`config.mk`:
```
export PLATFORM = sky130hd
export DESIGN_NAME = multicycle_cpu_control_fsm_core
export DESIGN_NICKNAME = d
export VERILOG_FILES = /design/src/mcfsm_pkg.sv /design/src/mcfsm_cfg.sv /design/src/mcfsm_decode.sv /design/src/multicycle_cpu_control_fsm_core.sv
export SDC_FILE = /design/constraint.sdc
export NUM_CORES = 1
export LEC_CHECK = 0
export BUFFER_PORTS_ARGS = -buffer_cell sky130_fd_sc_hd__buf_2
export CAP_MARGIN = 20
export CORE_MARGIN = 3
export CORE_UTILIZATION = 30
export DETAILED_ROUTE_END_ITERATION = 16
export HOLD_SLACK_MARGIN = 0.1
export PLACE_DENSITY = 0.55
export REMOVE_ABC_BUFFERS = 1
export SYNTH_ARGS = -nofsm -noshare
export SYNTH_HDL_FRONTEND = slang
export SYNTH_SLANG_ARGS = --single-unit
```
`constraint.sdc`:
```
create_clock -name clk -period 2.4 [get_ports clk]
set_clock_uncertainty 0.2 [all_clocks]
set_input_delay 0.12 -clock clk [delete_from_list [all_inputs] [get_ports clk]]
set_output_delay 0.12 -clock clk [all_outputs]
set_load 0.05 [all_outputs]
```
`src/mcfsm_pkg.sv`:
```
// Shared types, phase codes, register indexes and control-word table for the control FSM.
package mcfsm_pkg;

	localparam int PHASE_W   = 4;
	localparam int OPCODE_W  = 6;
	localparam int FUNCT_W   = 6;
	localparam int CFG_IDX_W = 3;
	localparam int IN_DATA_W  = 16;
	localparam int OUT_DATA_W = 24;

	// Phase codes.
	localparam logic [PHASE_W-1:0] PH_FETCH      = 4'd0;
	localparam logic [PHASE_W-1:0] PH_DECODE     = 4'd1;
	localparam logic [PHASE_W-1:0] PH_EXEC       = 4'd2;
	localparam logic [PHASE_W-1:0] PH_LOAD_MEM   = 4'd3;
	localparam logic [PHASE_W-1:0] PH_LOAD_WB    = 4'd4;
	localparam logic [PHASE_W-1:0] PH_STORE_MEM  = 4'd5;
	localparam logic [PHASE_W-1:0] PH_ADDI_WB    = 4'd6;
	localparam logic [PHASE_W-1:0] PH_RTYPE_EXEC = 4'd7;
	localparam logic [PHASE_W-1:0] PH_RTYPE_WB   = 4'd8;
	localparam logic [PHASE_W-1:0] PH_BRANCH     = 4'd9;
	localparam logic [PHASE_W-1:0] PH_JUMP       = 4'd10;

	// Configuration register indexes.
	localparam logic [CFG_IDX_W-1:0] REG_ADDI   = 3'd0;
	localparam logic [CFG_IDX_W-1:0] REG_LOAD   = 3'd1;
	localparam logic [CFG_IDX_W-1:0] REG_STORE  = 3'd2;
	localparam logic [CFG_IDX_W-1:0] REG_RTYPE  = 3'd3;
	localparam logic [CFG_IDX_W-1:0] REG_BRANCH = 3'd4;
	localparam logic [CFG_IDX_W-1:0] REG_JUMP   = 3'd5;

	// Reset opcode values.
	localparam logic [OPCODE_W-1:0] RST_ADDI   = 6'd8;
	localparam logic [OPCODE_W-1:0] RST_LOAD   = 6'd35;
	localparam logic [OPCODE_W-1:0] RST_STORE  = 6'd43;
	localparam logic [OPCODE_W-1:0] RST_RTYPE  = 6'd0;
	localparam logic [OPCODE_W-1:0] RST_BRANCH = 6'd4;
	localparam logic [OPCODE_W-1:0] RST_JUMP   = 6'd2;

	// Field encodings.
	localparam logic [1:0] SRC_B_REG = 2'd0;
	localparam logic [1:0] SRC_B_ONE = 2'd1;
	localparam logic [1:0] SRC_B_IMM = 2'd2;
	localparam logic [OPCODE_W-1:0] ALU_ADD = 6'd0;
	localparam logic [OPCODE_W-1:0] ALU_SUB = 6'd2;
	localparam logic [1:0] PC_ALU    = 2'd0;
	localparam logic [1:0] PC_BRANCH = 2'd1;
	localparam logic [1:0] PC_JUMP   = 2'd2;

	typedef struct packed {
		logic [OPCODE_W-1:0] addi_code;
		logic [OPCODE_W-1:0] load_code;
		logic [OPCODE_W-1:0] store_code;
		logic [OPCODE_W-1:0] rtype_code;
		logic [OPCODE_W-1:0] branch_eq_code;
		logic [OPCODE_W-1:0] jump_code;
	} opcode_regs_t;

	// Declared high field first so that write_memory lands in bit 0.
	typedef struct packed {
		logic                branch_enable;
		logic                memory_to_register;
		logic                write_register;
		logic                reg_dest;
		logic [1:0]          pc_select;
		logic                write_pc;
		logic [OPCODE_W-1:0] alu_op;
		logic [1:0]          alu_src_b;
		logic                write_ir;
		logic                imm_or_data;
		logic                alu_src_a;
		logic                write_memory;
	} ctrl_word_t;

	localparam int CTRL_W = $bits(ctrl_word_t);

	// Control word of a phase; unused phase codes give all zeros.
	function automatic ctrl_word_t ctrl_word(input logic [PHASE_W-1:0] ph,
	                                         input logic [FUNCT_W-1:0] fn);
		ctrl_word_t w;
		w = '0;
		case (ph)
			PH_FETCH: begin
				w.write_memory = 1'b1;
				w.write_ir     = 1'b1;
				w.alu_src_b    = SRC_B_ONE;
				w.write_pc     = 1'b1;
				w.reg_dest     = 1'b1;
			end
			PH_DECODE: begin
				w.alu_src_b = SRC_B_IMM;
				w.reg_dest  = 1'b1;
			end
			PH_EXEC: begin
				w.alu_src_a = 1'b1;
				w.alu_src_b = SRC_B_IMM;
			end
			PH_LOAD_MEM: begin
				w.alu_src_a   = 1'b1;
				w.imm_or_data = 1'b1;
				w.alu_src_b   = SRC_B_IMM;
			end
			PH_LOAD_WB: begin
				w.alu_src_a          = 1'b1;
				w.alu_src_b          = SRC_B_IMM;
				w.write_register     = 1'b1;
				w.memory_to_register = 1'b1;
			end
			PH_STORE_MEM: begin
				w.write_memory = 1'b1;
				w.alu_src_a    = 1'b1;
				w.imm_or_data  = 1'b1;
				w.alu_src_b    = SRC_B_IMM;
			end
			PH_ADDI_WB: begin
				w.alu_src_a      = 1'b1;
				w.alu_src_b      = SRC_B_IMM;
				w.write_register = 1'b1;
			end
			PH_RTYPE_EXEC: begin
				w.alu_src_a = 1'b1;
				w.alu_src_b = SRC_B_REG;
				w.alu_op    = fn;
				w.reg_dest  = 1'b1;
			end
			PH_RTYPE_WB: begin
				w.reg_dest       = 1'b1;
				w.write_register = 1'b1;
			end
			PH_BRANCH: begin
				w.alu_src_a     = 1'b1;
				w.alu_op        = ALU_SUB;
				w.pc_select     = PC_BRANCH;
				w.branch_enable = 1'b1;
			end
			PH_JUMP: begin
				w.write_pc  = 1'b1;
				w.pc_select = PC_JUMP;
			end
			default: begin
				w = '0;
			end
		endcase
		return w;
	endfunction

endpackage

```
`src/mcfsm_cfg.sv`:
```
// Opcode configuration registers with their write port.
module mcfsm_cfg
	import mcfsm_pkg::*;
(
	input  logic                 clk,
	input  logic                 arst_n,
	input  logic                 wr_en,
	input  logic [CFG_IDX_W-1:0] wr_index,
	input  logic [OPCODE_W-1:0]  wr_data,
	output opcode_regs_t         codes
);

	opcode_regs_t codes_q;

	always_ff @(posedge clk or negedge arst_n) begin
		if (!arst_n) begin
			codes_q.addi_code      <= RST_ADDI;
			codes_q.load_code      <= RST_LOAD;
			codes_q.store_code     <= RST_STORE;
			codes_q.rtype_code     <= RST_RTYPE;
			codes_q.branch_eq_code <= RST_BRANCH;
			codes_q.jump_code      <= RST_JUMP;
		end else if (wr_en) begin
			case (wr_index)
				REG_ADDI:   codes_q.addi_code      <= wr_data;
				REG_LOAD:   codes_q.load_code      <= wr_data;
				REG_STORE:  codes_q.store_code     <= wr_data;
				REG_RTYPE:  codes_q.rtype_code     <= wr_data;
				REG_BRANCH: codes_q.branch_eq_code <= wr_data;
				REG_JUMP:   codes_q.jump_code      <= wr_data;
				default: begin
				end
			endcase
		end
	end

	assign codes = codes_q;

endmodule

```
`src/mcfsm_decode.sv`:
```
// Combinational control-word lookup and next-phase selection.
module mcfsm_decode
	import mcfsm_pkg::*;
(
	input  logic [PHASE_W-1:0]  phase,
	input  logic [OPCODE_W-1:0] opcode,
	input  logic [FUNCT_W-1:0]  function_code,
	input  opcode_regs_t        codes,
	output ctrl_word_t          word,
	output logic [PHASE_W-1:0]  next_phase
);

	assign word = ctrl_word(phase, function_code);

	// Priority of the opcode matches follows the order of the if chains.
	always_comb begin
		next_phase = PH_FETCH;
		case (phase)
			PH_FETCH: next_phase = PH_DECODE;
			PH_DECODE: begin
				if (opcode == codes.addi_code || opcode == codes.load_code ||
				    opcode == codes.store_code)
					next_phase = PH_EXEC;
				else if (opcode == codes.rtype_code)
					next_phase = PH_RTYPE_EXEC;
				else if (opcode == codes.branch_eq_code)
					next_phase = PH_BRANCH;
				else if (opcode == codes.jump_code)
					next_phase = PH_JUMP;
				else
					next_phase = PH_FETCH;
			end
			PH_EXEC: begin
				if (opcode == codes.load_code)
					next_phase = PH_LOAD_MEM;
				else if (opcode == codes.store_code)
					next_phase = PH_STORE_MEM;
				else if (opcode == codes.addi_code)
					next_phase = PH_ADDI_WB;
				else
					next_phase = PH_FETCH;
			end
			PH_LOAD_MEM:   next_phase = PH_LOAD_WB;
			PH_RTYPE_EXEC: next_phase = PH_RTYPE_WB;
			default:       next_phase = PH_FETCH;
		endcase
	end

endmodule

```
`src/multicycle_cpu_control_fsm_core.sv`:
```
// Top level of the multicycle processor control FSM.
//
// Usage:
// Each input beat on the s_axis channel carries the current opcode, the funct
// field and an advance flag. For every input beat the block returns exactly one
// beat on the m_axis channel holding the control word of the current phase.
// When advance is set the phase then moves to its successor, otherwise it holds.
// In R-type execute the funct field is passed through as the ALU operation.
// An opcode that matches none of the opcode registers in decode or
// address/execute sends the machine back to fetch.
//
// The cfg channel writes the six opcode registers (index 0 addi, 1 load,
// 2 store, 3 R-type, 4 branch, 5 jump); other indexes are ignored. It is
// always ready and should be used only while no beat is in flight.
//
// The path from input beat to result beat is one input register, then the table
// lookup and next-phase logic into the result register. One beat is accepted
// per cycle for as long as the result side keeps taking them. When m_tready is
// low the result holds and the input register fills, after which s_tready
// drops. Reset puts the phase in fetch, empties both registers and loads the
// standard MIPS opcode values.
module multicycle_cpu_control_fsm_core
	import mcfsm_pkg::*;
(
	input  logic                  clk,
	input  logic                  arst_n,
	input  logic                  s_tvalid,
	output logic                  s_tready,
	// opcode [5:0], function_code [11:6], advance [12], zero fill above
	input  logic [IN_DATA_W-1:0]  s_tdata,
	output logic                  m_tvalid,
	input  logic                  m_tready,
	// write_memory [0], alu_src_a [1], imm_or_data [2], write_ir [3],
	// alu_src_b [5:4], alu_op [11:6], write_pc [12], pc_select [14:13],
	// reg_dest [15], write_register [16], memory_to_register [17],
	// branch_enable [18], zero fill above
	output logic [OUT_DATA_W-1:0] m_tdata,
	input  logic                  cfg_valid,
	output logic                  cfg_ready,
	input  logic [CFG_IDX_W-1:0]  cfg_index,
	input  logic [OPCODE_W-1:0]   cfg_data
);

	opcode_regs_t codes;

	// Input register.
	logic                valid_s1;
	logic [OPCODE_W-1:0] opcode_s1;
	logic [FUNCT_W-1:0]  funct_s1;
	logic                adv_s1;

	// Result register.
	logic       valid_s2;
	ctrl_word_t word_s2;

	logic [PHASE_W-1:0] phase_q;
	ctrl_word_t         word;
	logic [PHASE_W-1:0] next_phase;
	logic               move_s1;
	logic               accept;

	assign cfg_ready = 1'b1;

	mcfsm_cfg u_cfg (
		.clk      (clk),
		.arst_n   (arst_n),
		.wr_en    (cfg_valid),
		.wr_index (cfg_index),
		.wr_data  (cfg_data),
		.codes    (codes)
	);

	mcfsm_decode u_decode (
		.phase         (phase_q),
		.opcode        (opcode_s1),
		.function_code (funct_s1),
		.codes         (codes),
		.word          (word),
		.next_phase    (next_phase)
	);

	// The input register drains into the result register whenever that one is
	// empty or being taken, and it refills in the same cycle.
	assign move_s1  = valid_s1 && (!valid_s2 || m_tready);
	assign s_tready = !valid_s1 || move_s1;
	assign accept   = s_tvalid && s_tready;

	always_ff @(posedge clk or negedge arst_n) begin
		if (!arst_n) begin
			valid_s1 <= 1'b0;
		end else if (s_tready) begin
			valid_s1 <= s_tvalid;
		end
	end

	always_ff @(posedge clk) begin
		if (accept) begin
			opcode_s1 <= s_tdata[OPCODE_W-1:0];
			funct_s1  <= s_tdata[OPCODE_W+FUNCT_W-1:OPCODE_W];
			adv_s1    <= s_tdata[OPCODE_W+FUNCT_W];
		end
	end

	// The phase steps exactly when its beat's control word is captured.
	always_ff @(posedge clk or negedge arst_n) begin
		if (!arst_n) begin
			phase_q  <= PH_FETCH;
			valid_s2 <= 1'b0;
		end else begin
			if (move_s1 && adv_s1)
				phase_q <= next_phase;
			if (move_s1)
				valid_s2 <= 1'b1;
			else if (m_tready)
				valid_s2 <= 1'b0;
		end
	end

	always_ff @(posedge clk) begin
		if (move_s1)
			word_s2 <= word;
	end

	assign m_tvalid = valid_s2;
	assign m_tdata  = {{(OUT_DATA_W-CTRL_W){1'b0}}, word_s2};

`ifndef SYNTHESIS
	// Only the eleven defined phases are ever reached.
	assert property (@(posedge clk) disable iff (!arst_n) phase_q <= PH_JUMP)
		else $error("phase left the defined range");

	// A beat without advance leaves the phase where it was.
	assert property (@(posedge clk) disable iff (!arst_n)
		move_s1 && !adv_s1 |=> $stable(phase_q))
		else $error("phase moved without advance");

	// Fetch always steps to decode.
	assert property (@(posedge clk) disable iff (!arst_n)
		move_s1 && adv_s1 && phase_q == PH_FETCH |=> phase_q == PH_DECODE)
		else $error("fetch did not step to decode");

	// A result that is not taken is never overwritten.
	assert property (@(posedge clk) disable iff (!arst_n)
		valid_s2 && !m_tready |-> !move_s1)
		else $error("pending result overwritten");
`endif

endmodule

```
## Word level (Yosys, flattened, before mapping)

Index checks and enable logic that the tools add are counted.

| operators by class | value |
|---|---|
| eq/ne operators | 21 |
| multiplexer cells | 22 |
| reductions and logical operators | 25 |

Operators with widths:

| kind | number |
|---|---|
| 6-bit == test | 6 |
| 4-bit 2-to-1 mux | 6 |
| 4-bit case mux with 5 select lines | 1 |
| 4-bit by 3-bit == test with 1-bit output, second input constant | 4 |
| 4-bit == test, second input constant | 3 |
| 6-bit case mux with 2 select lines | 1 |
| 2-bit AND reduction | 6 |
| 1-bit 2-to-1 mux | 11 |
| 4-bit by 2-bit == test with 1-bit output, second input constant | 2 |
| 2-bit case mux with 2 select lines | 2 |
| 7-bit OR reduction | 1 |
| 3-bit by 2-bit == test with 1-bit output, second input constant | 2 |
| 3-bit == test, second input constant | 2 |
| 2-bit OR reduction | 3 |
| 6-bit OR reduction | 1 |
| 4-bit by 1-bit == test with 1-bit output, second input constant | 1 |
| 4-bit logical NOT | 1 |
| 1-bit logical OR | 4 |
| 4-bit OR reduction | 1 |
| 3-bit by 1-bit == test with 1-bit output, second input constant | 1 |
| 1-bit logical AND | 3 |
| 3-bit logical NOT | 1 |
| 3-bit 2-to-1 mux | 1 |
| 3-bit OR reduction | 1 |
| 2 further kinds | 3 |

| word-level totals | value |
|---|---|
| output and inout port bits | 27 |
| register bits | 74 |
| input bits | 30 |
| word-level logic and storage cells | 92 |

## Logic depth before layout (Yosys ltp)

| logic depth | value |
|---|---|
| word-level depth | 6 |
| gate-level depth with buffers | 7 |
| gate-level depth less buffers | 6 |

## Hierarchy

From an unflattened synthesis, not the netlist that was laid out.

| unflattened totals | value |
|---|---|
| cell total of the unflattened synthesis | 248 |
| area, all modules | 3515.9 sq um |

By module, submodules not included:

| module | area each (sq um) | cells an instance | times used | seq. area each (sq um) |
|---|---|---|---|---|
| mcfsm_cfg | 1418.9 | 82 | 1 | 913.4 |
| multicycle_cpu_control_fsm_core | 1295.0 | 58 | 1 | 1111.1 |
| mcfsm_decode | 802.0 | 108 | 1 | 0.0 |

## Worst setup path before layout

Ideal clock, no wire load.

| timing path | value |
|---|---|
| path kind | register to register |
| start point | register valid_s2 (netlist: m_tvalid) |
| end point | register phase_q[0] |
| stages on the path, launching flop included | 7 |
| path slack | -12 ps |
| library setup time | 95 ps |
| buffers on the path | 0 |
| arrival time | 2117 ps |
| required time | 2105 ps |
| period minus slack after synthesis | 2412 ps |
| cells stage by stage | dfrtp_1 -> nand2b_1 -> and2_1 -> nand2_1 -> nor3_1 -> nand3_1 -> o31ai_1 |

| on the way | value |
|---|---|
| cells in the longest elaborated chain, start to end | 4 |

RTL lines:

| item | line | text |
|---|---|---|
| start, declared | multicycle_cpu_control_fsm_core.sv:53 | `logic valid_s2;` |
| start signal, assigned | multicycle_cpu_control_fsm_core.sv:108 | `valid_s2 <= 1'b0;` |
| start signal, assigned | multicycle_cpu_control_fsm_core.sv:113 | `valid_s2 <= 1'b1;` |
| start signal, assigned | multicycle_cpu_control_fsm_core.sv:115 | `valid_s2 <= 1'b0;` |
| 1-bit logical NOT | multicycle_cpu_control_fsm_core.sv:84 | `assign move_s1 = valid_s1 && (!valid_s2 \|\| m_tready);` |
| 1-bit logical OR | multicycle_cpu_control_fsm_core.sv:84 |  |
| 1-bit logical AND | multicycle_cpu_control_fsm_core.sv:84 |  |
| via move_s1 | multicycle_cpu_control_fsm_core.sv:59 | `logic move_s1;` |
| 1-bit logical AND | multicycle_cpu_control_fsm_core.sv:110 | `if (move_s1 && adv_s1)` |
| end signal, assigned | multicycle_cpu_control_fsm_core.sv:111 | `phase_q <= next_phase;` |
| end, declared | multicycle_cpu_control_fsm_core.sv:56 | `logic [PHASE_W-1:0] phase_q;` |

The timed path passes the listed nets, and every way through them passes these cells.
A chain may end at the register's enable or synchronous reset.

## Worst setup path after layout

| timing path | value |
|---|---|
| start point | register opcode_s1[2] |
| end point | register phase_q[3] |

| on the way | value |
|---|---|
| cells in the longest elaborated chain, start to end | 6 |
| elaborated cells on any way between the ends | 14 |

RTL lines:

| item | line | text |
|---|---|---|
| start, declared | multicycle_cpu_control_fsm_core.sv:48 | `logic [OPCODE_W-1:0] opcode_s1;` |
| start signal, assigned | multicycle_cpu_control_fsm_core.sv:98 | `opcode_s1 <= s_tdata[OPCODE_W-1:0];` |
| 6-bit == test | mcfsm_decode.sv:28 | `else if (opcode == codes.jump_code)` |
| 4-bit 2-to-1 mux | mcfsm_decode.sv:28 |  |
| 4-bit 2-to-1 mux | mcfsm_decode.sv:26 | `else if (opcode == codes.branch_eq_code)` |
| 4-bit 2-to-1 mux | mcfsm_decode.sv:24 | `else if (opcode == codes.rtype_code)` |
| 4-bit 2-to-1 mux | mcfsm_decode.sv:21 | `if (opcode == codes.addi_code \|\| opcode == codes.load_code \|\|` |
| 4-bit case mux with 5 select lines (*) | mcfsm_decode.sv:18 | `case (phase)` |

Mark *: on every way between the ends. The rest lies on a longest branch, timed or not.

==> reports/metrics.yaml <==
synthAdderAreaFrac_pct: 0
synth_top_area_share_pct: 27.2
cts_resized: 0
layout.nets: 348
die_h_um: 113
ir_drop_mv: 0.454
max-slew-margin-rel_pct: 35.3
cts_tree: "built"
tns_ps: 0
fmax_mhz: 479
cts_setup_buffers: 0
worst-path-max-fanout: 6
critPathCaptureType: "register"
grt_max_degree: 43
period_needed_ps: 2090
hold_viol: 0
antenna_found_initial: 0
crit_chain: "xnor2_1 > nand4_1 > nor3_1 > o2111ai_1 > o21a_1 > a21oi_2"
synth.mux.area_fraction_pct: 11.8
core_um2: 11000
htree_levels: 3
synth_compound_area_share_pct: 4.06
placed_cells: 424
yosys_warnings: 0
synth_xor_area_share_pct: 10.4
setup_viol: 0
seq_area_frac_synth_pct: 58.3
final_max_slew_viol_count: 0
finalHoldWorstSlack_ps: 114
hpwlAfterDp_mm: 4.38
cp_slowest_cell: "edfxtp_1"
min_path_type: "primary input to register"
gp_congestion: 0.761
grt_pass1_wl_mm: 10.6
totalWireLength_mm: 6.41
synth.area.top_cells: "edfxtp_1 (27%), dfrtp_1 (23%), mux2_2 (12%)"
hold_buffers: 23
finalPower_uw: 3780
synth_most_common_cell: "mux2_2"
start_kind: "register"
synth_top_family_by_area: "multiplexers"
p_leak_uw: 0.00171
ios: 57
slowest_delay_ps: 590
rows: 38
synth_edf_count: 31
grt-ovfl-total: 0
r2r-end: "phase_q[3]"
power-per-cell-area_nw_per_um2: 886
grt_use_met1_pct: 13.6
outcome: "complete, no violations"
initialDrtViolationCount: 40
tightest_slew_ps: 971
crit_end: "phase_q[3]"
yosys.area.top_type: "edfxtp_1"
fill_cells: 1063
crit_type: "register to register"
dieWidth_um: 113
clock_path_buffers: 2
fin_cells: 463
cts_made_buffers: 9
r2r_cells: 6
arrival_ps: 2150
min_period_over_period_pct: 87.0
worstHoldStart: "cfg_index[1]"
clk-insertion-delay-late_ps: 330
drv_cap: 0
synth_area_um2: 3420
die_area_um2: 12700
viasPerCell: 4.44
top_usage_layer: "met2"
async_flop_share_pct: 57.5
worstPathRequired_ps: 2460
synth-simple-area-share_pct: 11.1
clockRootBuffer: "clkbuf_16"
cts.sinks: 73
grt_use_met2_pct: 17.1
rrSetupSlack_ps: 310
critPathTopFamily: "flip-flops"
synth_seq_cells: 73
path_depth: 6
port_buffers: 47
timing.rr.start: "opcode_s1[2]"
wire_per_inst_um: 13.8
diodes: 0
vias: 2058
ant_nets: 0
fin_util_pct: 38.8
synth-main-ff-cell: "dfrtp_1"
drc: 0
area_growth_syn_to_layout_pct: 24.5
synth_commonest_cells: "mux2_2 (36), dfrtp_1 (32), edfxtp_1 (31)"
crit_buf_inv: 0
met3_usage_pct: 4.22
rsz0062_at_grt: "no"
first_global_vias: 2117
synth_cells: 248
clk_pin_slew_ps: 60
floorplan.initialDensity_pct: 31.2
syn_avg_cell_area_um2: 13.8
first_pass_iters: 6
gr-usage-all-layers_pct: 10.7
synth_cell_types: 43
drive_gt1_share_pct: 38.1
crit_start: "opcode_s1[2]"
==> cells by family after synthesis <==
logic type / count (synthesis)
flops: 73
simple gates: 60
xor+xnor: 38
mux: 36
buf+inv: 20
compound gates: 19
other cells: 2
==> per-stage QoR <==
stage	cell area, µm²	setup WS [ps]
global route	4260	112
detailed placement	3730	320
CTS	4260	288
global placement	3730	285
floorplan	3310	-18.8
finish	4260	311
==> cell usage in the layout (no fill, tap or decap), types with 4 or more instances in the layout <==
cell and n:
edfxtp_1 31, nand2_1 7, xor2_1 21, clkbuf_16 9, dfstp_2 10, a21oi_1 4
dfrtp_1 32, nor2_1 10, nand2b_1 4, and2_1 7, dlygate4sd3_1 23, xnor2_1 14
mux2_2 36, buf_2 47, conb_1 6, nor3_1 9
==> flip-flops by register name (all words and copies together) (netlist names) <==
name / flops
u_cfg.codes: 36
valid_s1: 1
phase_q: 4
m_tdata: 18
funct_s1: 6
m_tvalid: 1
adv_s1: 1
opcode_s1: 6
==> worst min path at each step <==
stage,slack (ps),cells past startpoint,endpoint
6_report,110,3,u_cfg.codes[31]
5_1_grt,130,3,u_cfg.codes[34]
4_1_cts,100,3,u_cfg.codes[31]
3_5_place_dp,100,1,opcode_s1[4]
3_3_place_gp,100,1,opcode_s1[2]
2_1_floorplan,-380,0,m_tvalid
==> worst min-delay path, stage by stage <==
cell	delay (ps)
buf_2	150
nor3_2	110
mux2_2	230
==> per-layer routing <==
metal  vias to the layer above  routed length (µm)
li1                       1002                   -
met1                       996                2950
met2                        50                3030
met3                        10                 336
met4                         0                  92
met5                         -                   0
==> final cells by class <==
class / instances / area, µm² / share of cell area, %
multi-input combinational: 159 / 1300 / 30.6
sequential: 73 / 1990 / 46.8
tap: 140 / 175 / 4.11
clock inverter: 5 / 55.1 / 1.29
inverter: 3 / 11.3 / 0.264
timing repair buffer: 72 / 480 / 11.3
clock buffer: 11 / 243 / 5.70
==> report_power, final <==
group,total (µW),internal [µW],switching [µW]
Clock,1320,829,488
Combinational,747,323,423
Sequential,1710,1550,158
Note: power is estimated with default switching activity, not from simulation.
